## config.mk

```make
export PLATFORM = sky130hd
export DESIGN_NAME = lhe_queue
export DESIGN_NICKNAME = d
export VERILOG_FILES = /design/src/sv/lhe_pkg.sv /design/src/sv/lhe_queue.sv
export SDC_FILE = /design/constraint.sdc
export NUM_CORES = 1
export LEC_CHECK = 0
export ABC_AREA = 0
export BUFFER_PORTS_ARGS = -buffer_cell sky130_fd_sc_hd__clkbuf_2
export CORE_MARGIN = 1.5
export CORE_UTILIZATION = 53
export DETAILED_ROUTE_END_ITERATION = 12
export GPL_TIMING_DRIVEN = 0
export PLACE_DENSITY = 0.78
export SYNTH_ARGS = -nofsm -noshare
export SYNTH_HDL_FRONTEND = slang
export SYNTH_SLANG_ARGS = --single-unit
```

## constraint.sdc

```tcl
create_clock -name clk -period 2.3 [get_ports clk]
set_input_delay 0.46 -clock clk [delete_from_list [all_inputs] [get_ports clk]]
set_output_delay 0.46 -clock clk [all_outputs]
set_load 0.03 [all_outputs]
```

## src/sv/lhe_pkg.sv

```systemverilog
// Shared types, codes and constants of the luma histogram engine.
package lhe_pkg;

    localparam int COUNT_BITS  = 32;
    localparam int NUM_BINS    = 256;
    localparam int BIN_BITS    = $clog2(NUM_BINS);
    localparam int QUEUE_DEPTH = 2;
    localparam int QPTR_BITS   = $clog2(QUEUE_DEPTH);
    localparam int QCNT_BITS   = $clog2(QUEUE_DEPTH + 1);
    localparam int SUM_BITS    = 24;

    // BT.601 weights in 16-bit fixed point; they sum to 2^16
    localparam logic [SUM_BITS-1:0] W_RED   = SUM_BITS'(19595);
    localparam logic [SUM_BITS-1:0] W_GREEN = SUM_BITS'(38470);
    localparam logic [SUM_BITS-1:0] W_BLUE  = SUM_BITS'(7471);

    localparam logic [1:0] MODE_ACC  = 2'd0;
    localparam logic [1:0] MODE_CLR  = 2'd1;
    localparam logic [1:0] MODE_READ = 2'd2;

    typedef logic [COUNT_BITS-1:0] count_t;

    typedef struct packed {
        logic [1:0] mode;
        logic [7:0] red;
        logic [7:0] green;
        logic [7:0] blue;
        logic [7:0] bin_select;
    } lhe_in_t;

    typedef struct packed {
        logic [7:0]  luma;
        logic [31:0] bin_count;
    } lhe_out_t;

    typedef enum logic [1:0] {
        OP_ACC,
        OP_CLR,
        OP_READ,
        OP_NOP
    } lhe_op_t;

    // one classified item: bin is the luma on accumulate, the selected bin on read
    typedef struct packed {
        lhe_op_t             op;
        logic [BIN_BITS-1:0] bin;
    } lhe_entry_t;

    typedef enum logic {
        BK_IDLE,
        BK_WAIT
    } lhe_bk_state_t;

endpackage

```

## src/sv/lhe_queue.sv

```systemverilog
// Short FIFO of classified items between the front and back ends.
module lhe_queue
    import lhe_pkg::*;
(
    input  logic       clk,
    input  logic       rst_n,
    input  logic       push,
    input  lhe_entry_t push_entry,
    input  logic       pop,
    output logic       full,
    output logic       not_empty,
    output lhe_entry_t head
);

    lhe_entry_t           slot_reg [QUEUE_DEPTH];
    logic [QPTR_BITS-1:0] wr_ptr_reg;
    logic [QPTR_BITS-1:0] wr_ptr_next;
    logic [QPTR_BITS-1:0] rd_ptr_reg;
    logic [QPTR_BITS-1:0] rd_ptr_next;
    logic [QCNT_BITS-1:0] count_reg;
    logic [QCNT_BITS-1:0] count_next;

    assign full      = (count_reg == QCNT_BITS'(QUEUE_DEPTH));
    assign not_empty = (count_reg != '0);
    assign head      = slot_reg[rd_ptr_reg];

    always_comb
    begin
        wr_ptr_next = wr_ptr_reg;
        rd_ptr_next = rd_ptr_reg;
        count_next  = count_reg;
        if (push)
        begin
            wr_ptr_next = (wr_ptr_reg == QPTR_BITS'(QUEUE_DEPTH - 1)) ? '0
                        : wr_ptr_reg + QPTR_BITS'(1);
        end
        if (pop)
        begin
            rd_ptr_next = (rd_ptr_reg == QPTR_BITS'(QUEUE_DEPTH - 1)) ? '0
                        : rd_ptr_reg + QPTR_BITS'(1);
        end
        if (push && !pop)
        begin
            count_next = count_reg + QCNT_BITS'(1);
        end
        else if (pop && !push)
        begin
            count_next = count_reg - QCNT_BITS'(1);
        end
    end

    always_ff @(posedge clk or negedge rst_n)
    begin
        if (!rst_n)
        begin
            wr_ptr_reg <= '0;
            rd_ptr_reg <= '0;
            count_reg  <= '0;
        end
        else
        begin
            wr_ptr_reg <= wr_ptr_next;
            rd_ptr_reg <= rd_ptr_next;
            count_reg  <= count_next;
        end
    end

    always_ff @(posedge clk)
    begin
        if (push)
        begin
            slot_reg[wr_ptr_reg] <= push_entry;
        end
    end

endmodule

```

==> Word level (Yosys, flattened, before mapping) <==
Memory sizes are Yosys's and may differ from the RTL's.
Index checks and enable logic that the tools add are counted.
{ "op_classes": {"addsub": 4, "n_eq_ne": 1, "mux": 6, "n_reduce_logical": 6} }
{ "ops": {"columns": ["cell", "count"], "rows": [
  ["$mux W1", 4],
  ["$mux W2", 2],
  ["$reduce_bool A2 Y1", 2],
  ["$add A1 B1 Y1 const B", 2],
  ["$add A2 B1 Y2 const B", 1],
  ["$eq A2 B2 Y1 const B", 1],
  ["$logic_and A1 B1 Y1", 2],
  ["$logic_not A1 Y1", 2],
  ["$sub A2 B1 Y2 const B", 1]
]} }
{ "totals": {"ff_bits": 4, "ramBits": 20, "wordCells": 21, "mem_count": 1} }
{ "memory_table": {"columns": ["name", "words", "width", "read_ports", "rd_ports_with_merged_regs", "wr", "line_no", "source"], "rows": [
  ["slot_reg", 2, 10, 1, 0, 1, "lhe_queue.sv:15", "lhe_entry_t slot_reg [QUEUE_DEPTH];"]
]} }

==> Depth between registers and ports, before layout <==
Gate-level depths: netlist of the first run.
{ "depth": {"word_depth": 4, "mapped_depth": 5, "depth_no_buf": 5} }

==> Worst setup path before layout of the first run <==
OpenSTA, ideal clock, no wires.
{ "synth_path": {"path_kind": "in2reg", "startpoint": "input push", "endpoint": "memory slot_reg[0][0] (netlist bit) (enable)", "arrival_ns": 0.968, "slack_ns": 0.955, "stages": 1, "cell_sequence": "nor2b_1"} }
{ "synth_between": {"elab_chain_len": 2} }
{ "synth_rtl": {"columns": ["element", "line_no", "source"], "rows": [
  ["from (decl)", "lhe_queue.sv:7", "input logic push,"],
  ["$mux W1", "lhe_queue.sv:70", "if (push)"],
  ["$mux W1 (not written as such)", "lhe_queue.sv:72", "slot_reg[wr_ptr_reg] <= push_entry;"],
  ["to (decl)", "lhe_queue.sv:15", null]
]} }
No other way between the ends.

==> results.md, run 1 <==
* Detailed-routing iteration count for the pre-antenna-repair pass at 3
* Count of warnings emitted by yosys at 0
* Setup violations, final at 0
* Mux share of post-synthesis cell area at 15.42%
* Worst voltage drop across the vdd grid at 0.8159 mV
* Number of inserted diodes at 0
* IO Port Bufs at 25
* Leakage component of the power at between 0.5 and 0.6 nW
* Biggest area consumer among synthesized cells: sky130_fd_sc_hd__edfxtp_1
* Clock insertion delay at the later pin of the skew report at 0.31 ns
* Maximum level of the CTS H-tree at 1
* CTS resizes at 0
* HPWL after DPL at 873 µm
* Fraction of the mapped netlist area in simple logic gates at 3.294%
* CP Buf/Inv Count at 2
* Number of violations reported at the end of detailed-routing iteration 0 at 8
* Sink Count at 24
* Placeable core area at 1708 µm²
* Area share of fa/ha/maj cells after synthesis at ~1.3%
* Req. time, crit path at 1.84 ns
* Period utilization at 79.67%
* Final RePlAce weighted congestion at 0.6182
* Antenna violations before repair at 0
* Total clock buffers created by CTS at 3
* Maximum number of pins on one net before global-route repair at 15
* Crit path max-delay family: flip-flops
* Non-filler cells in the finished layout at approximately 100
* Sequential-to-total area share from yosys stat at around 74%
* Number of flip-flops and latches in the synthesized netlist at 24
* Hold Fails Final Rpt at 0
* Top library cells by usage in the layout, fill and taps aside: 25 x sky130_fd_sc_hd__clkbuf_2, 20 x sky130_fd_sc_hd__edfxtp_1, 9 x sky130_fd_sc_hd__mux2_4, 4 x sky130_fd_sc_hd__xor2_1, 4 x sky130_fd_sc_hd__dfrtp_1
* Summed instance area of the synthesized netlist at 949.7 µm²
* Routed WL per cell at around 12 µm
* Pin slew with the least headroom to its limit at 0.9390 ns
* Cell total after placement at 97
* CP peak stage delay at about 0.4 ns
* Mean number of vias per cell at 4.676
* Fraction of layout cells with a size suffix above 1 at between 50% and 60%
* Highest achievable clock rate at ~0.55 GHz
* Fraction of the mapped netlist area in compound gates at 0%
* Relative slew slack at 37.27%
* Detailed-route via count at 477
* Combinational family with the most area after synthesis: multiplexers
* Post-layout utilization of the core at 68.42%
* Synthesized netlist net count at 62
* Row cnt at 15
* Final routed wirelength across all metal layers at between 1000 and 1500 µm
* Number of DRC violations after detailed routing at 0
* Root buffer cell: sky130_fd_sc_hd__clkbuf_4
* Overall die area at 2055 µm²
* Die height at between 40 and 50 µm
* Mean instance size in the synthesized netlist at a little over 20 µm²
* Classification of the worst-slack hold path: in -> reg
* Clock edge transition at the registers on the reported setup and hold paths at approximately 0.13 ns
* GRT Resource Usage Total at around 14%
* Unique cell type count in the Yosys netlist at 14
* Type of destination of the critical path: primary output
* Fin nets at 93
* I/O pin count at 26
* Maxcap violations at 0
* Slew Limit Fails at 0
* Number of buffers on the longest clock path at 2
* Via count of the first global-routing pass at 442
* Max Fanout on Critical Path at 10
* Horizontal die dimension at 45.33 µm
* Final critical path time including I/O delays and setup at 1.832 ns
* Status: finished clean
* Register area at 700.7 µm²
* Aggregate global routing overflow at 0
* Final-layout fill cell count at approximately 130
* CTS hold repair buffers at 1
* Number of post-CTS setup repair buffers at 0
* Yosys top cell area share at 63.24%
* Initial Util at 55.60%
* Critical Path, Cell by Cell: buf_6 -> mux2_4 -> clkbuf_2
* Area Overhead vs Synth at 23.06%
* Commonest non-fill, non-tap cell in the layout: sky130_fd_sc_hd__clkbuf_2
* Number of flip-flops under the largest register name at 20
* Worst setup path class: reg -> out
* Combined area of the multi-input logic cells at 234.0 µm²
* Worst hold margin at between 0.3 and 0.4 ns
* Routed Antenna Nets at 0
* CTS tree: built
* Setup repair after global routing missed its margin: no
* Pwr dens at roughly 1300 nW/µm²
* Most area-consuming cells after synthesis: sky130_fd_sc_hd__edfxtp_1 63%, sky130_fd_sc_hd__mux2_4 14%, sky130_fd_sc_hd__dfrtp_1 11%
* Data arrival, critical path at 1.37 ns
* Summed negative setup slack over all endpoints at 0 ns
* Synthesized instance count at 47
* Crit path launch type: flop
* Wire length of the first global-routing pass at about 1800 µm
* Post-synthesis xor/xnor area fraction at 4.611%
* Largest clock skew in the final design at ~0.0048 ns
* Slowest cell on the critical path: sky130_fd_sc_hd__dfrtp_1
per-layer routing:
metal	up-vias	global-route usage (%)	routed length, µm
li1	232	-	-
met1	224	15.26	526
met2	17	22.29	613
met3	4	4.000	55
met4	0	10.59	39
met5	-	0	0
cell usage after synthesis, drive strengths merged:
master and number:
and2 1, and2b 1, buf 1, dfrtp 4, edfxtp 20, ha 1, inv 1, mux2 10
nor2 1, nor2b 1, or2 1, xnor2 1, xor2 4
area by class of cell:
class | instances | share of cell area [%]
sequential | 24 | 59.96
timing repair buffer | 26 | 11.56
buffer | 1 | 0.9636
tap | 25 | 2.677
clock buffer | 3 | 1.927
clock inverter | 1 | 2.570
inverter | 1 | 0.3212
multi-input combinational | 21 | 20.02
metrics by stage:
| step | total power, mW | instance area (µm²) | setup WS (ns) |
|---|---|---|---|
| 3_5_place_dp | 1.248 | 1106 | 0.5444 |
| 5_1_grt | 1.599 | 1169 | 0.4035 |
| 4_1_cts | 1.544 | 1169 | 0.4520 |
| 2_1_floorplan | 1.111 | 949.7 | 0.9550 |
| 6_report | 1.525 | 1169 | 0.4677 |
| 3_3_place_gp | 1.234 | 1106 | 0.6092 |
cell families (layout without fill, tap and decap cells):
family / Yosys count / after routing
xor+xnor: 5 / 5
mux: 10 / 10
simple gates: 5 / 5
buf+inv: 2 / 32
flops: 24 / 24
fa+ha+maj: 1 / 1
power by group:
group	internal, mW	switching (mW)
clock	0.176	0.119
sequential	0.589	0.0457
combinational	0.247	0.348
total	1.01	0.513
final timing paths:
path	cells past startpoint	startpoint	slack, ns	end
worst max-delay path	3	rd_ptr_reg	0.47	head[8]
min in group asynchronous	2	rst_n	0.47	rd_ptr_reg
max in group asynchronous	2	rst_n	1.69	wr_ptr_reg
worst min register to register	1	wr_ptr_reg	0.50	wr_ptr_reg
worst max register to register	1	wr_ptr_reg	0.78	slot_reg[0][2]
worst min-delay path	1	push_entry[4]	0.33	slot_reg[1][4]
(Power assumes the default switching activity.)
==> run 2, diff against run 1 <==
CORE_UTILIZATION = 49   (was 53)
PLACE_DENSITY = 0.72   (was 0.78)
clock period = 1.7 ns   (was 2.3 ns; I/O delays follow)
==> run 2 against run 1 <==
Effect of this change:
- clock power fell by 20%
- first-iteration DRC count down 25%
- sequential share of layout area fell by 4.0 points
- critical endpoint is now head[9]
- final cell count up 2.9%
- combinational power is 78% higher
- die area grew 7.6%
- global-route usage shrank 0.13 points
- core utilization up 2.5 points
- total power grew 42%
- routed wire length up 8.7%
- via count rose by 1.5%
- critical path depth unchanged
==> results.md, run 2 (same netlist as run 1, synthesis figures left out) <==
* Status: finished clean
* Overall die area at 2211 µm²
* Final routed wirelength across all metal layers at 1343 µm
* Fraction of layout cells with a size suffix above 1 at 55.00%
* Die height at 47.03 µm
* Top library cells by usage in the layout, fill and taps aside: 20 x sky130_fd_sc_hd__edfxtp_1, 16 x sky130_fd_sc_hd__clkbuf_2, 9 x sky130_fd_sc_hd__mux2_4, 7 x sky130_fd_sc_hd__buf_8
* Maximum number of pins on one net before global-route repair at 14
* Relative slew slack at 42.10%
* Period utilization at 99.08%
* Setup violations, final at 0
* Detailed-routing iteration count for the pre-antenna-repair pass at 4
* Number of cells on the worst hold path at 1
* Pin slew with the least headroom to its limit at 0.8668 ns
* Root buffer cell: sky130_fd_sc_hd__clkbuf_4
* Largest clock skew in the final design at 0.002794 ns
* Highest achievable clock rate at 0.5937 GHz
* Type of destination of the critical path: primary output
* Mean number of vias per cell at 4.610
* Non-filler cells in the finished layout at 105
* Setup repair after global routing missed its margin: yes
* Cell total after placement at 97
* GRT Resource Usage Total at 13.70%
* Number of DRC violations after detailed routing at 0
* Number of flip-flops under the largest register name at 20
* Placeable core area at 1764 µm²
* Endpoint, Worst Hold: slot_reg[1][9]
* Wire length of the first global-routing pass at 1952 µm
* Combined area of the multi-input logic cells at 234.0 µm²
* HPWL after DPL at slightly above 900 µm
* Routed Antenna Nets at 0
* Final RePlAce weighted congestion at 0.6322
* Initial Util at 53.83%
* Req. time, crit path at 1.36 ns
* Summed negative setup slack over all endpoints at 0 ns
* Detailed-route via count at 484
* Crit Reg-Reg Startpoint: wr_ptr_reg
* Leakage component of the power at 0.5323 nW
* Aggregate global routing overflow at 0
* Maxcap violations at 0
* Slew Limit Fails at 0
* Routed WL per cell at around 13 µm
* Worst voltage drop across the vdd grid at 1.041 mV
* Commonest non-fill, non-tap cell in the layout: sky130_fd_sc_hd__edfxtp_1
* Horizontal die dimension at 47.03 µm
* Number of inserted diodes at 0
* Max Fanout on Critical Path at 5
* Classification of the worst-slack hold path: in -> reg
* Worst reg2reg path endpoint: slot_reg[0][2]
* Post-layout utilization of the core at 70.92%
* Area Overhead vs Synth at 31.75%
* Maximum level of the CTS H-tree at 1
* Data arrival, critical path at around 1.3 ns
* Pwr dens at 1729 nW/µm²
* Clock insertion delay at the later pin of the skew report at roughly 0.3 ns
* Cells on worst reg2reg path at 1
* Via count of the first global-routing pass at 473
* Register-to-register setup slack at ~0.23 ns
* Fin nets at 96
* Number of violations reported at the end of detailed-routing iteration 0 at 6
* Clock edge transition at the registers on the reported setup and hold paths at 0.12 ns
* Final-layout fill cell count at 136
* Worst setup path class: reg -> out
* Sink Count at 24
* CTS tree: built
* Register area at approximately 700 µm²
* IO Port Bufs at 25
* Number of buffers on the longest clock path at 2
* Row cnt at 15
* Final critical path time including I/O delays and setup at ~1.7 ns
* Hold Crit Start: push_entry[9]
* Total clock buffers created by CTS at 3
* I/O pin count at 26
* Hold Fails Final Rpt at 0
* Crit path launch type: flop
* Antenna violations before repair at 0
## run 2: cell count changes in the layout (fill, tap and decap cells not counted), sizes merged
cell,change
clkinv,+1
buf,+12
clkbuf,-9
bufinv,-1
## run 2: metal layers
| metal | track usage (%) | part of all wire, % | up-vias |
|---|---|---|---|
| li1 | - | - | 237 |
| met1 | 15.17 | 40 | 229 |
| met2 | 23.01 | 54 | 16 |
| met3 | 5.385 | 5.1 | 2 |
| met4 | 6.667 | 0.74 | 0 |
| met5 | 0 | 0 | - |
## run 2: area by class of cell
class	instances	area share [%]
Inverter	1	0.3000
Clock inverter	1	0.3000
Buffer	1	0.9000
Sequential cell	24	56.00
Tap cell	25	2.500
Timing Repair Buffer	29	19.50
Multi-Input combinational cell	21	18.70
Clock buffer	3	1.800
## run 2: repair_timing
action / CTS / global route
hold buffers: 1 / 0
setup endpoints to repair: 9 / 9
pin swaps: 0 / 0
buffers inserted: 1 / 1
endpoints found under the hold margin: 4 / 0
cloned: 0 / 1
resized for setup: 16 / 14
## run 2: stage by stage
step	hold WS [ns]	setup slack (ns)	instance area (µm²)	power (mW)
floorplan	0.04441	0.4470	949.7	1.503
global placement	0.1526	0.1321	1106	1.670
detailed placement	0.1551	0.1300	1106	1.691
CTS	0.2072	-0.003328	1216	2.064
global route	0.1973	-0.03173	1251	2.272
finish	0.2186	0.01560	1251	2.163
## run 2: critical path, stage by stage (launching register included)
cell                      delay [ns]
sky130_fd_sc_hd__dfrtp_1        0.43
sky130_fd_sc_hd__buf_6          0.16
sky130_fd_sc_hd__mux2_4         0.31
sky130_fd_sc_hd__buf_8          0.14
## run 2: worst max path at each step
stage / from / endpoint / slack (ns) / cells past startpoint
after floorplan: wr_ptr_reg / slot_reg[0][0] / 0.45 / 1
after global placement: push / slot_reg[0][8] / 0.13 / 2
after detailed placement: push / slot_reg[0][8] / 0.13 / 2
after CTS: rd_ptr_reg / head[7] / -0.003 / 3
after global routing: rd_ptr_reg / head[9] / -0.03 / 3
final: rd_ptr_reg / head[9] / 0.02 / 3
## run 2: where the power goes
part / switching, mW / internal (mW)
sequential: 0.0731 / 0.797
clock: 0.151 / 0.0855
combinational: 0.514 / 0.542
