===== src/sv/lhe_pkg.sv =====
// Shared types, codes and constants of the luma histogram engine.
package lhe_pkg;

    localparam int COUNT_BITS  = 32;
    localparam int NUM_BINS    = 256;
    localparam int BIN_BITS    = $clog2(NUM_BINS);
    localparam int QUEUE_DEPTH = 2;
    localparam int QPTR_BITS   = $clog2(QUEUE_DEPTH);
    localparam int QCNT_BITS   = $clog2(QUEUE_DEPTH + 1);
    localparam int SUM_BITS    = 24;

    // BT.601 weights in 16-bit fixed point; they sum to 2^16
    localparam logic [SUM_BITS-1:0] W_RED   = SUM_BITS'(19595);
    localparam logic [SUM_BITS-1:0] W_GREEN = SUM_BITS'(38470);
    localparam logic [SUM_BITS-1:0] W_BLUE  = SUM_BITS'(7471);

    localparam logic [1:0] MODE_ACC  = 2'd0;
    localparam logic [1:0] MODE_CLR  = 2'd1;
    localparam logic [1:0] MODE_READ = 2'd2;

    typedef logic [COUNT_BITS-1:0] count_t;

    typedef struct packed {
        logic [1:0] mode;
        logic [7:0] red;
        logic [7:0] green;
        logic [7:0] blue;
        logic [7:0] bin_select;
    } lhe_in_t;

    typedef struct packed {
        logic [7:0]  luma;
        logic [31:0] bin_count;
    } lhe_out_t;

    typedef enum logic [1:0] {
        OP_ACC,
        OP_CLR,
        OP_READ,
        OP_NOP
    } lhe_op_t;

    // one classified item: bin is the luma on accumulate, the selected bin on read
    typedef struct packed {
        lhe_op_t             op;
        logic [BIN_BITS-1:0] bin;
    } lhe_entry_t;

    typedef enum logic {
        BK_IDLE,
        BK_WAIT
    } lhe_bk_state_t;

endpackage


===== src/sv/lhe_front.sv =====
// Front end: holds the enable register, computes luma and classifies each item.
module lhe_front
    import lhe_pkg::*;
(
    input  logic       clk,
    input  logic       rst_n,
    input  logic       enable_we,
    input  logic       enable_wdata,
    input  logic       in_valid,
    input  lhe_in_t    in_item,
    input  logic       q_full,
    output logic       in_stall,
    output logic       q_push,
    output lhe_entry_t q_entry
);

    logic                enable_reg;
    logic                enable_next;
    logic [SUM_BITS-1:0] luma_sum;

    always_comb
    begin
        enable_next = enable_we ? enable_wdata : enable_reg;
    end

    always_ff @(posedge clk or negedge rst_n)
    begin
        if (!rst_n)
        begin
            enable_reg <= 1'b0;
        end
        else
        begin
            enable_reg <= enable_next;
        end
    end

    // constant weights: shift-and-add products, sum stays below 2^24
    assign luma_sum = W_RED * SUM_BITS'(in_item.red)
                    + W_GREEN * SUM_BITS'(in_item.green)
                    + W_BLUE * SUM_BITS'(in_item.blue);

    assign in_stall = q_full;
    assign q_push   = in_valid && !q_full;

    always_comb
    begin
        q_entry.op  = OP_NOP;
        q_entry.bin = '0;
        if (enable_reg)
        begin
            unique case (in_item.mode)
                MODE_ACC:
                begin
                    q_entry.op  = OP_ACC;
                    q_entry.bin = luma_sum[SUM_BITS-1 -: BIN_BITS];
                end
                MODE_CLR:
                begin
                    q_entry.op = OP_CLR;
                end
                MODE_READ:
                begin
                    q_entry.op  = OP_READ;
                    q_entry.bin = in_item.bin_select;
                end
                default:
                begin
                    // unused mode: pass through as a no-op
                    q_entry.op = OP_NOP;
                end
            endcase
        end
    end

endmodule


===== config.mk =====
export PLATFORM = sky130hd
export DESIGN_NAME = lhe_front
export DESIGN_NICKNAME = d
export VERILOG_FILES = /design/src/sv/lhe_pkg.sv /design/src/sv/lhe_front.sv
export SDC_FILE = /design/constraint.sdc
export NUM_CORES = 1
export LEC_CHECK = 0
export BUFFER_PORTS_ARGS = -buffer_cell sky130_fd_sc_hd__buf_4
export CORE_MARGIN = 3
export CORE_UTILIZATION = 60
export CTS_CLUSTER_DIAMETER = 150
export DETAILED_ROUTE_END_ITERATION = 12
export GPL_TIMING_DRIVEN = 0
export PLACE_DENSITY_LB_ADDON = 0.3
export SYNTH_ARGS = -nofsm -noshare
export SYNTH_HDL_FRONTEND = slang
export SYNTH_SLANG_ARGS = --single-unit

===== constraint.sdc =====
create_clock -name clk -period 30.4 [get_ports clk]
set_clock_uncertainty 0.15 [all_clocks]
set_input_delay 6.08 -clock clk [delete_from_list [all_inputs] [get_ports clk]]
set_output_delay 6.08 -clock clk [all_outputs]
set_load 0.01 [all_outputs]

# == Word-level counts from Yosys, hierarchy flattened ==
# Cells that the tools add are included.
# word_totals
register_bits,1
latch_bits,0
mem_bits_rw,0
mem_bits_ro,0
in_bits,40
out_inout_bits,12
word_cells,14
mem_count,0
# classes
add_sub_neg,2
multipliers,3
n_div,0
magnitude_cmp,0
eq_ne,2
shift,0
n_mux,3
bitwise,0
n_reduce_logical,3
# ops
cell,n
"15-bit by 8-bit multiplier with 23-bit output, first input constant",2
23-bit by 24-bit adder with 24-bit output,1
24-bit by 21-bit adder with 24-bit output,1
"13-bit by 8-bit multiplier with 21-bit output, first input constant",1
8-bit one-hot mux with 2 select lines,1
10-bit two-way mux,1
2-bit one-hot mux with 3 select lines,1
"2-bit by 1-bit equality test with 1-bit output, second input constant",1
"2-bit equality test, second input constant",1
2-bit zero test,1
1-bit logical AND,1
1-bit zero test,1

# == Longest topological paths before layout ==
# Gate-level depths: netlist of the first run.
# depth
ltp_word,5
ltp_mapped,30
ltp_nobuf,30

# == Worst setup path after synthesis of the first run ==
# No wires, ideal clock.
# synth_timing
path_kind,input -> output
startpoint,input port in_item[21] (netlist bit)
endpoint,output port q_entry[2] (netlist bit)
arrival_ps,12487
t_required_ps,24170
path_slack_ps,11683
cell_stages,28
n_path_buf,0
path_cell_list,ha_1 -> inv_1 -> fa_1 -> fa_1 -> inv_1 -> ha_1 -> and3b_1 -> o21a_1 -> o21a_1 -> o221ai_1 -> nand2b_1 -> a211oi_1 -> nor2_1 -> fa_1 -> fa_1 -> inv_1 -> fa_1 -> fa_1 -> inv_1 -> ha_1 -> and3_1 -> a221oi_1 -> o221ai_1 -> a31o_2 -> a21o_1 -> a21oi_1 -> nand4b_1 -> nand3_1
# synth_lines
item,line_no,text
start: declaration,lhe_front.sv:10,"input lhe_in_t in_item,"
end: declaration,lhe_front.sv:14,output lhe_entry_t q_entry

==> results of run 1 <==
-- cell usage in the layout (no fill, tap or decap), types with 2 or more instances in the layout --
cell type,instances
nand2_1,11
nor2b_1,5
nand3_1,9
o21bai_1,2
ha_1,156
a31oi_1,3
o2111ai_1,2
buf_4,52
nand4_1,2
o211ai_1,3
and3_1,4
nand4b_1,2
or4_1,2
nor2_1,23
inv_1,222
or2_2,3
xnor2_1,14
a211o_1,3
o21ai_0,9
a21oi_1,18
a21o_1,13
o21a_1,4
mux2i_1,3
nand2b_1,2
fa_1,118
and2_1,2
o221ai_1,2
xor2_1,5
nor3_1,2
a211oi_1,3
-- layout make-up --
class / instances / area, um2 / area share (%)
Buffer: 2 / 11.26 / 0.1658
Timing Repair Buffer: 51 / 382.9 / 5.638
Tap cell: 133 / 166.4 / 2.451
Sequential cell: 1 / 25.02 / 0.3685
Inverter: 223 / 837.1 / 12.33
Multi-Input combinational cell: 438 / 5368 / 79.05
-- path summary, 6_finish.rpt --
path / startpoint / endpoint / cells after the start
min in group asynchronous: rst_n / enable_reg / 1
max in group asynchronous: rst_n / enable_reg / 1
hold / removal: enable_reg / enable_reg / 1
setup reg to reg: enable_reg / enable_reg / 1
hold reg to reg: enable_reg / enable_reg / 1
setup / recovery: in_item[22] / q_entry[7] / 30
-- kinds of logic after synthesis --
logic type,Yosys count
AO/OA/AOI/OAI,73
XOR/XNOR,19
flip-flops,1
AND/OR/NAND/NOR,68
multiplexers,4
buffers and inverters,225
adder cells (fa/ha/maj),274
-- critical path: cells and delay by family --
kind | cells | cell delay, ns
adders and majority gates | 9 | 3.90
and+or+nand+nor | 6 | 0.92
buffers and inverters | 6 | 0.50
AOI/OAI and AO/OA | 9 | 2.22
-- per-layer routing --
layer  up-vias  part of all wire (%)
met5         -                     0
met4         0                   1.4
met3        14                   3.9
met2        91                    52
met1      2236                    42
li1       2172                     -
-- through the flow --
step           instances  cell area (um2)  setup WS (ns)  util [%]  hold WS (ns)
6_report             848             6790          10.58     68.21        0.3709
2_1_floorplan        664             6241          11.68         -        0.3464
5_1_grt              848             6790          10.22     68.21        0.4027
3_5_place_dp         848             6790          10.64     68.21        0.3772
4_1_cts              848             6790          10.63     68.21        0.3762
3_3_place_gp         848             6790          10.78     68.21        0.3717
==> flow_metrics.env, run 1 <==
export IMPL_crit_type="in -> out"
export IMPL_slowest_delay_ns=0.55
export IMPL_synth_xor_area_share_pct=2.666
export IMPL_status="finished clean"
export IMPL_finalWirelength_mm=12.93
export IMPL_core_um2=9955
export IMPL_syn_area_per_cell_um2=9.399
export IMPL_avgRoutedWirePerCell_um=15.25
export IMPL_post_cts_resized=0
export IMPL_grt_pass1_wl_mm=22.82
export IMPL_max_slew_margin_pct=71.10
export IMPL_critPathCaptureType="primary output"
export IMPL_setup_viol=0
export IMPL_std_cell_rows=36
export IMPL_met3_usage_pct=1.612
export IMPL_fin_setup_tns_ns=0
export IMPL_critPathSlowestCell="fa_1"
export IMPL_drc=0
export IMPL_max_cap_violations=0
export IMPL_largest_reg_flops=1
export IMPL_startpoint_type="input pin"
export IMPL_synth_top_flop_cell="dfrtp_1"
export IMPL_synth_compound_area_share_pct=8.160
export IMPL_yosysSeqAreaShare_pct=0.4010
export IMPL_cts_setup_buffers=0
export IMPL_grt_use_met2_pct=46.05
export IMPL_n_antenna_cell=0
export IMPL_drtIter0Drc=195
export IMPL_syn_area_um2=6241
export IMPL_overflow=0
export IMPL_insertion_delay_ns=0
export IMPL_synth_top_family_by_area="adder cells"
export IMPL_yosysTopAreaCell="fa_1"
export IMPL_async_flop_share_pct=100.0
export IMPL_slew_violations=0
export IMPL_min_period_ns=19.82
export IMPL_nFillCells=776
export IMPL_synth_seq_cells=1
export IMPL_yosys_area_share_simple_pct=5.393
export IMPL_synth_commonest_cells="inv_1 (222), ha_1 (156), fa_1 (118)"
export IMPL_die_area_um2=11660
export IMPL_pin_count=52
export IMPL_portBuffers=51
export IMPL_initial_core_util_pct=62.69
export IMPL_gp_routability_congestion=0.8559
export IMPL_busiest_layer="met2"
export IMPL_synthTopCellsByArea="fa_1 (38%), ha_1 (31%), inv_1 (13%)"
export IMPL_syn_to_final_growth_pct=8.801
export IMPL_rsz0062_at_grt="false"
export IMPL_hold_buffers=0
export IMPL_die_w_um=108.0
export IMPL_ff2ff_setup_slack_ns=29.50
export IMPL_first_pass_iters=4
export IMPL_drive_above_1_share_pct=8.252
export IMPL_tightest_slew_ns=0.4335
export IMPL_use_met1_pct=31.87
export IMPL_postSynthNetCount=978
export IMPL_yosysMostFrequentCell="inv_1"
export IMPL_synth_top_area_share_pct=37.85
export IMPL_synth_edff_count=0
export IMPL_hold_viol=0
export IMPL_ys_types=46
export IMPL_viasPerCell=5.322
export IMPL_post_dp_hpwl_mm=12.08
export IMPL_nets=1031
export IMPL_worstPathArrival_ns=13.59
export IMPL_crit_fanout=7
export IMPL_die_height_um=108.0
export IMPL_num_vias=4513
export IMPL_fmax_mhz=50.46
export IMPL_synthMuxAreaShare_pct=0.6616
export IMPL_ant_nets=0
export IMPL_synth_fa_ha_area_share_pct=69.13
export IMPL_grt_antenna_before_repair=0
export IMPL_finalCritPeriodShare_pct=65.19
export IMPL_syn_inst=664
export IMPL_grtUsageTotal_pct=24.44
export IMPL_crit_path_frequent_cell="fa_1"
export IMPL_first_global_vias=5093
export IMPL_hold_class="reg -> reg"
export IMPL_grt_max_degree=11
export IMPL_cts_reportedPaths_clkPinSlew_ns=0
export IMPL_crit_required_ns=24.17
export IMPL_synth_warnings=0
Power of run 1 is not shown: default switching activity piles up to over one toggle a cycle in this logic, so the estimate is an artifact.
==> inputs of run 2 (changes only) <==
- ABC_AREA: unset -> 1
- clock period: 30.4 -> 18.8 ns (I/O delays scaled with it)
==> run 2 against run 1 <==
Compared with the run above: synthesized cell count is 28% higher; register-to-register slack got worse by 12 ns; design area increased by 9.3%; setup slack got worse by 5.8 ns; core utilization is 0.93 points lower; synthesized area rose by 10%; critical path depth grew 1; sequential cell count unchanged; first-iteration DRC count increased by 68%; via count grew 18%; sequential share of layout area is essentially flat; final cell count rose by 23%.
==> flow_metrics.env, run 2 <==
export IMPL_yosysTopAreaCell="fa_1"
export IMPL_largest_reg_flops=1
export IMPL_synth_warnings=0
export IMPL_utilization_pct=67.29
export IMPL_grtUsageTotal_pct=24.94
export IMPL_viasPerCell=5.117
export IMPL_syn_inst=853
export IMPL_pin_count=52
export IMPL_ys_types=32
export IMPL_syn_area_per_cell_um2=8.047
export IMPL_finalWirelength_mm=14.95
export IMPL_status="finished clean"
export IMPL_max_cap_violations=0
export IMPL_yosysMostFrequentCell="inv_1"
export IMPL_synth_edff_count=0
export IMPL_avgRoutedWirePerCell_um=14.32
export IMPL_critPathSlowestCell="fa_1"
export IMPL_hold_ws_ns=0.5387
export IMPL_slowest_delay_ns=0.52
export IMPL_post_cts_resized=0
export IMPL_crit_type="in -> out"
export IMPL_first_pass_iters=5
export IMPL_synth_top_area_share_pct=34.41
export IMPL_synthTopCellsByArea="fa_1 (34%), ha_1 (28%), inv_1 (14%)"
export IMPL_crit_path_frequent_cell="fa_1"
export IMPL_core_um2=11030
export IMPL_critPathCaptureType="primary output"
export IMPL_layout_commonest_cell="inv_1"
export IMPL_ant_nets=0
export IMPL_portBuffers=51
export IMPL_fmax_mhz=71.12
export IMPL_rsz0062_at_grt="false"
export IMPL_grt_max_degree=11
export IMPL_cts_setup_buffers=0
export IMPL_synth_commonest_cells="inv_1 (262), ha_1 (156), nand2_1 (125)"
export IMPL_grt_antenna_before_repair=0
export IMPL_drc=0
export IMPL_num_vias=5342
export IMPL_gp_routability_congestion=0.9535
export IMPL_finalCritPeriodShare_pct=74.79
export IMPL_top_layer="met4"
export IMPL_slew_violations=0
export IMPL_startpoint_type="input pin"
export IMPL_std_cell_rows=38
export IMPL_tightest_slew_ns=0.6067
export IMPL_drive_above_1_share_pct=8.186
export IMPL_worstPathArrival_ns=10.15
export IMPL_n_antenna_cell=0
export IMPL_cts_reportedPaths_clkPinSlew_ns=0
export IMPL_wl_met2_mm=6.695
export IMPL_wl_met3_um=757
export IMPL_synth_top_flop_cell="dfrtp_1"
export IMPL_hold_class="reg -> reg"
export IMPL_wl_met1_mm=7.094
export IMPL_postSynthNetCount=1167
export IMPL_fin_setup_tns_ns=0
export IMPL_setup_viol=0
export IMPL_nFillCells=948
export IMPL_die_area_um2=12760
export IMPL_async_flop_share_pct=100.0
export IMPL_synth_seq_cells=1
export IMPL_post_dp_hpwl_mm=13.91
export IMPL_final_cell_mix="inv_1 (262), ha_1 (156), nand2_1 (125)"
export IMPL_yosysSeqAreaShare_pct=0.3646
export IMPL_initial_core_util_pct=62.23
export IMPL_die_w_um=113.0
export IMPL_min_period_ns=14.06
export IMPL_max_slew_margin_pct=59.41
export IMPL_overflow=0
export IMPL_nets=1220
export IMPL_die_height_um=113.0
export IMPL_first_global_vias=5589
export IMPL_insertion_delay_ns=0
export IMPL_crit_fanout=6
export IMPL_grt_pass1_wl_mm=25.90
export IMPL_hold_buffers=0
export IMPL_crit_required_ns=14.89
export IMPL_syn_to_final_growth_pct=8.130
export IMPL_syn_area_um2=6864
export IMPL_hold_viol=0
export IMPL_drtIter0Drc=328
[run 2: changes by cell type after synthesis, sizes merged, moves of 10 or more]
| cell | before | now |
|---|---|---|
| nor2 | 23 | 45 |
| a21o | 13 | 2 |
| xnor2 | 14 | 4 |
| nand3 | 9 | 34 |
| a21oi | 18 | 39 |
| inv | 222 | 264 |
| nand2 | 11 | 130 |
[run 2: area by class of cell]
cell class | count | area [um2] | share of cell area, %
tap | 140 | 175.2 | 2.360
multi-input combinational | 586 | 5837 | 78.64
timing repair buffer | 51 | 382.9 | 5.158
sequential | 1 | 25.02 | 0.3372
buffer | 1 | 7.507 | 0.1011
inverter | 265 | 994.7 | 13.40
[run 2: worst paths after layout]
| kind | from | to | slack [ns] | cells past startpoint |
|---|---|---|---|---|
| max | in_item[21] | q_entry[0] | 4.74 | 31 |
| min | enable_reg | enable_reg | 0.54 | 2 |
| max reg2reg | enable_reg | enable_reg | 17.78 | 2 |
| min reg2reg | enable_reg | enable_reg | 0.54 | 2 |
| max in group asynchronous | rst_n | enable_reg | 15.03 | 1 |
| min in group asynchronous | rst_n | enable_reg | 3.39 | 1 |
[run 2: worst max-delay path: cells and delay by family]
| kind | cells | cell delay [ns] |
|---|---|---|
| compound gates | 6 | 1.19 |
| xor+xnor | 1 | 0.18 |
| fa+ha+maj | 9 | 3.83 |
| buf+inv | 6 | 0.51 |
| simple gates | 9 | 0.66 |
[run 2: metrics by stage]
step / area, um2 / cells / setup slack, ns
after detailed placement: 7422 / 1044 / 4.770
after floorplan: 6864 / 853 / 5.480
after CTS: 7422 / 1044 / 4.750
after global routing: 7422 / 1044 / 4.246
after global placement: 7422 / 1044 / 4.836
final: 7422 / 1044 / 4.739
[run 2: routing by layer]
layer	vias up	global-route usage (%)
met4	0	4.647
met1	2497	35.63
met3	18	3.102
met2	137	41.39
met5	-	0
li1	2690	-
[run 2: cell families (layout without fill, tap and decap cells)]
| family | count (synthesis) | in the layout | synth area share [%] |
|---|---|---|---|
| flip-flops | 1 | 1 | 0.3645 |
| AO/OA/AOI/OAI | 66 | 66 | 5.414 |
| XOR/XNOR | 17 | 17 | 2.169 |
| adder cells (fa/ha/maj) | 274 | 274 | 62.85 |
| AND/OR/NAND/NOR | 229 | 229 | 14.60 |
| buffers and inverters | 266 | 317 | 14.60 |
Power of run 2 is left out for the same reason.
==> inputs of run 3 (changes only) <==
- CORE_UTILIZATION: 60 -> 58
- clock period: 18.8 -> 11.95 ns (I/O delays scaled with it)
==> run 3 against run 2 <==
Compared with the run above: sequential cell count unchanged; final cell count increased by 0.29%; largest cell class unchanged; first-iteration DRC count decreased by 32%.
==> flow_metrics.env, run 3 (synthesis gave the netlist of run 2 again) <==
export IMPL_initial_core_util_pct=59.60
export IMPL_die_area_um2=13180
export IMPL_fmax_mhz=89.07
export IMPL_hold_class="reg -> reg"
export IMPL_overflow=0
export IMPL_avgRoutedWirePerCell_um=14.10
export IMPL_hold_buffers=0
export IMPL_finalCritPeriodShare_pct=93.96
export IMPL_drtIter0Drc=222
export IMPL_cts_reportedPaths_clkPinSlew_ns=0
export IMPL_std_cell_rows=39
export IMPL_crit_fanout=6
export IMPL_setup_viol=0
export IMPL_die_height_um=114.8
export IMPL_layout_commonest_cell="inv_1"
export IMPL_use_met1_pct=34.78
export IMPL_critPathCaptureType="primary output"
export IMPL_rsz0062_at_grt="false"
export IMPL_slowest_delay_ns=0.51
export IMPL_nFillCells=1011
export IMPL_worstPathArrival_ns=8.69
export IMPL_num_vias=5301
export IMPL_reg2reg_to="enable_reg"
export IMPL_cts_setup_buffers=0
export IMPL_post_dp_hpwl_mm=13.79
export IMPL_finalWirelength_mm=14.77
export IMPL_viasPerCell=5.063
export IMPL_gp_routability_congestion=0.9455
export IMPL_regArea_um2=25.02
export IMPL_hp_start="enable_reg"
export IMPL_pin_count=52
export IMPL_nets=1220
export IMPL_drc=0
export IMPL_grt_antenna_before_repair=0
export IMPL_busiest_layer="met2"
export IMPL_slew_violations=0
export IMPL_hold_path_end="enable_reg"
export IMPL_multi_input_area_um2=5837
export IMPL_crit_path_frequent_cell="fa_1"
export IMPL_portBuffers=51
export IMPL_max_cap_violations=0
export IMPL_die_w_um=114.8
export IMPL_n_antenna_cell=0
export IMPL_status="finished clean"
export IMPL_startpoint_type="input pin"
export IMPL_fin_setup_tns_ns=0
export IMPL_grt_use_met2_pct=40.59
export IMPL_ant_nets=0
export IMPL_syn_to_final_growth_pct=8.184
export IMPL_critPathSlowestCell="fa_1"
export IMPL_max_slew_margin_pct=61.39
export IMPL_crit_required_ns=9.41
export IMPL_hold_viol=0
export IMPL_worstReg2RegStart="enable_reg"
export IMPL_grtUsageTotal_pct=23.51
export IMPL_crit_type="in -> out"
export IMPL_met3_usage_pct=0.8421
export IMPL_tightest_slew_ns=0.5771
export IMPL_hold_ws_ns=0.5264
export IMPL_drive_above_1_share_pct=8.186
export IMPL_post_cts_resized=0
export IMPL_first_global_vias=5289
export IMPL_grt_max_degree=11
export IMPL_min_period_ns=11.23
export IMPL_final_cell_mix="inv_1 (262), ha_1 (156), nand2_1 (125)"
export IMPL_grt_pass1_wl_mm=24.92
export IMPL_reg2reg_depth=2
export IMPL_ff2ff_setup_slack_ns=10.95
export IMPL_core_um2=11520
export IMPL_first_pass_iters=4
export IMPL_largest_reg_flops=1
export IMPL_whs_path_depth=2
export IMPL_insertion_delay_ns=0
-- run 3: cell counts in the layout (fill, tap and decap cells not counted) --
Identical to the previous run, type by type.
-- run 3: per-layer routing --
| metal | part of all wire (%) | wire (um) |
|---|---|---|
| met5 | 0 | 0 |
| met4 | 0.79 | 116 |
| met1 | 48 | 7120 |
| met2 | 47 | 6910 |
| met3 | 4.2 | 617 |
-- run 3: final cells by class --
type | count | area share [%]
inverter | 265 | 13.40
sequential | 1 | 0.3370
timing repair buffer | 51 | 5.156
tap | 143 | 2.409
buffer | 1 | 0.1011
multi-input combinational | 586 | 78.60
-- run 3: worst max-delay path by stage --
stage	startpoint	end	slack, ns
global placement	in_item[22]	q_entry[0]	0.72
detailed placement	in_item[21]	q_entry[0]	0.69
global route	in_item[21]	q_entry[1]	0.29
CTS	in_item[21]	q_entry[0]	0.68
floorplan	in_item[21]	q_entry[3]	1.37
finish	in_item[21]	q_entry[0]	0.72
-- run 3: per-stage QoR --
stage | util (%) | area (um2) | setup WS [ns] | instances
final | 64.48 | 7426 | 0.7223 | 1047
after global routing | 64.48 | 7426 | 0.2924 | 1047
after CTS | 64.48 | 7426 | 0.6812 | 1047
after detailed placement | 64.48 | 7426 | 0.6881 | 1047
after global placement | 64.48 | 7426 | 0.7172 | 1047
after floorplan | - | 6864 | 1.370 | 853
-- run 3: worst max-delay path, delay by kind of cell --
family,cells,cell delay [ns]
fa+ha+maj,9,3.80
compound gates,6,1.15
simple gates,9,0.66
buf+inv,6,0.50
xor+xnor,1,0.20
Power of run 3 is left out for the same reason.
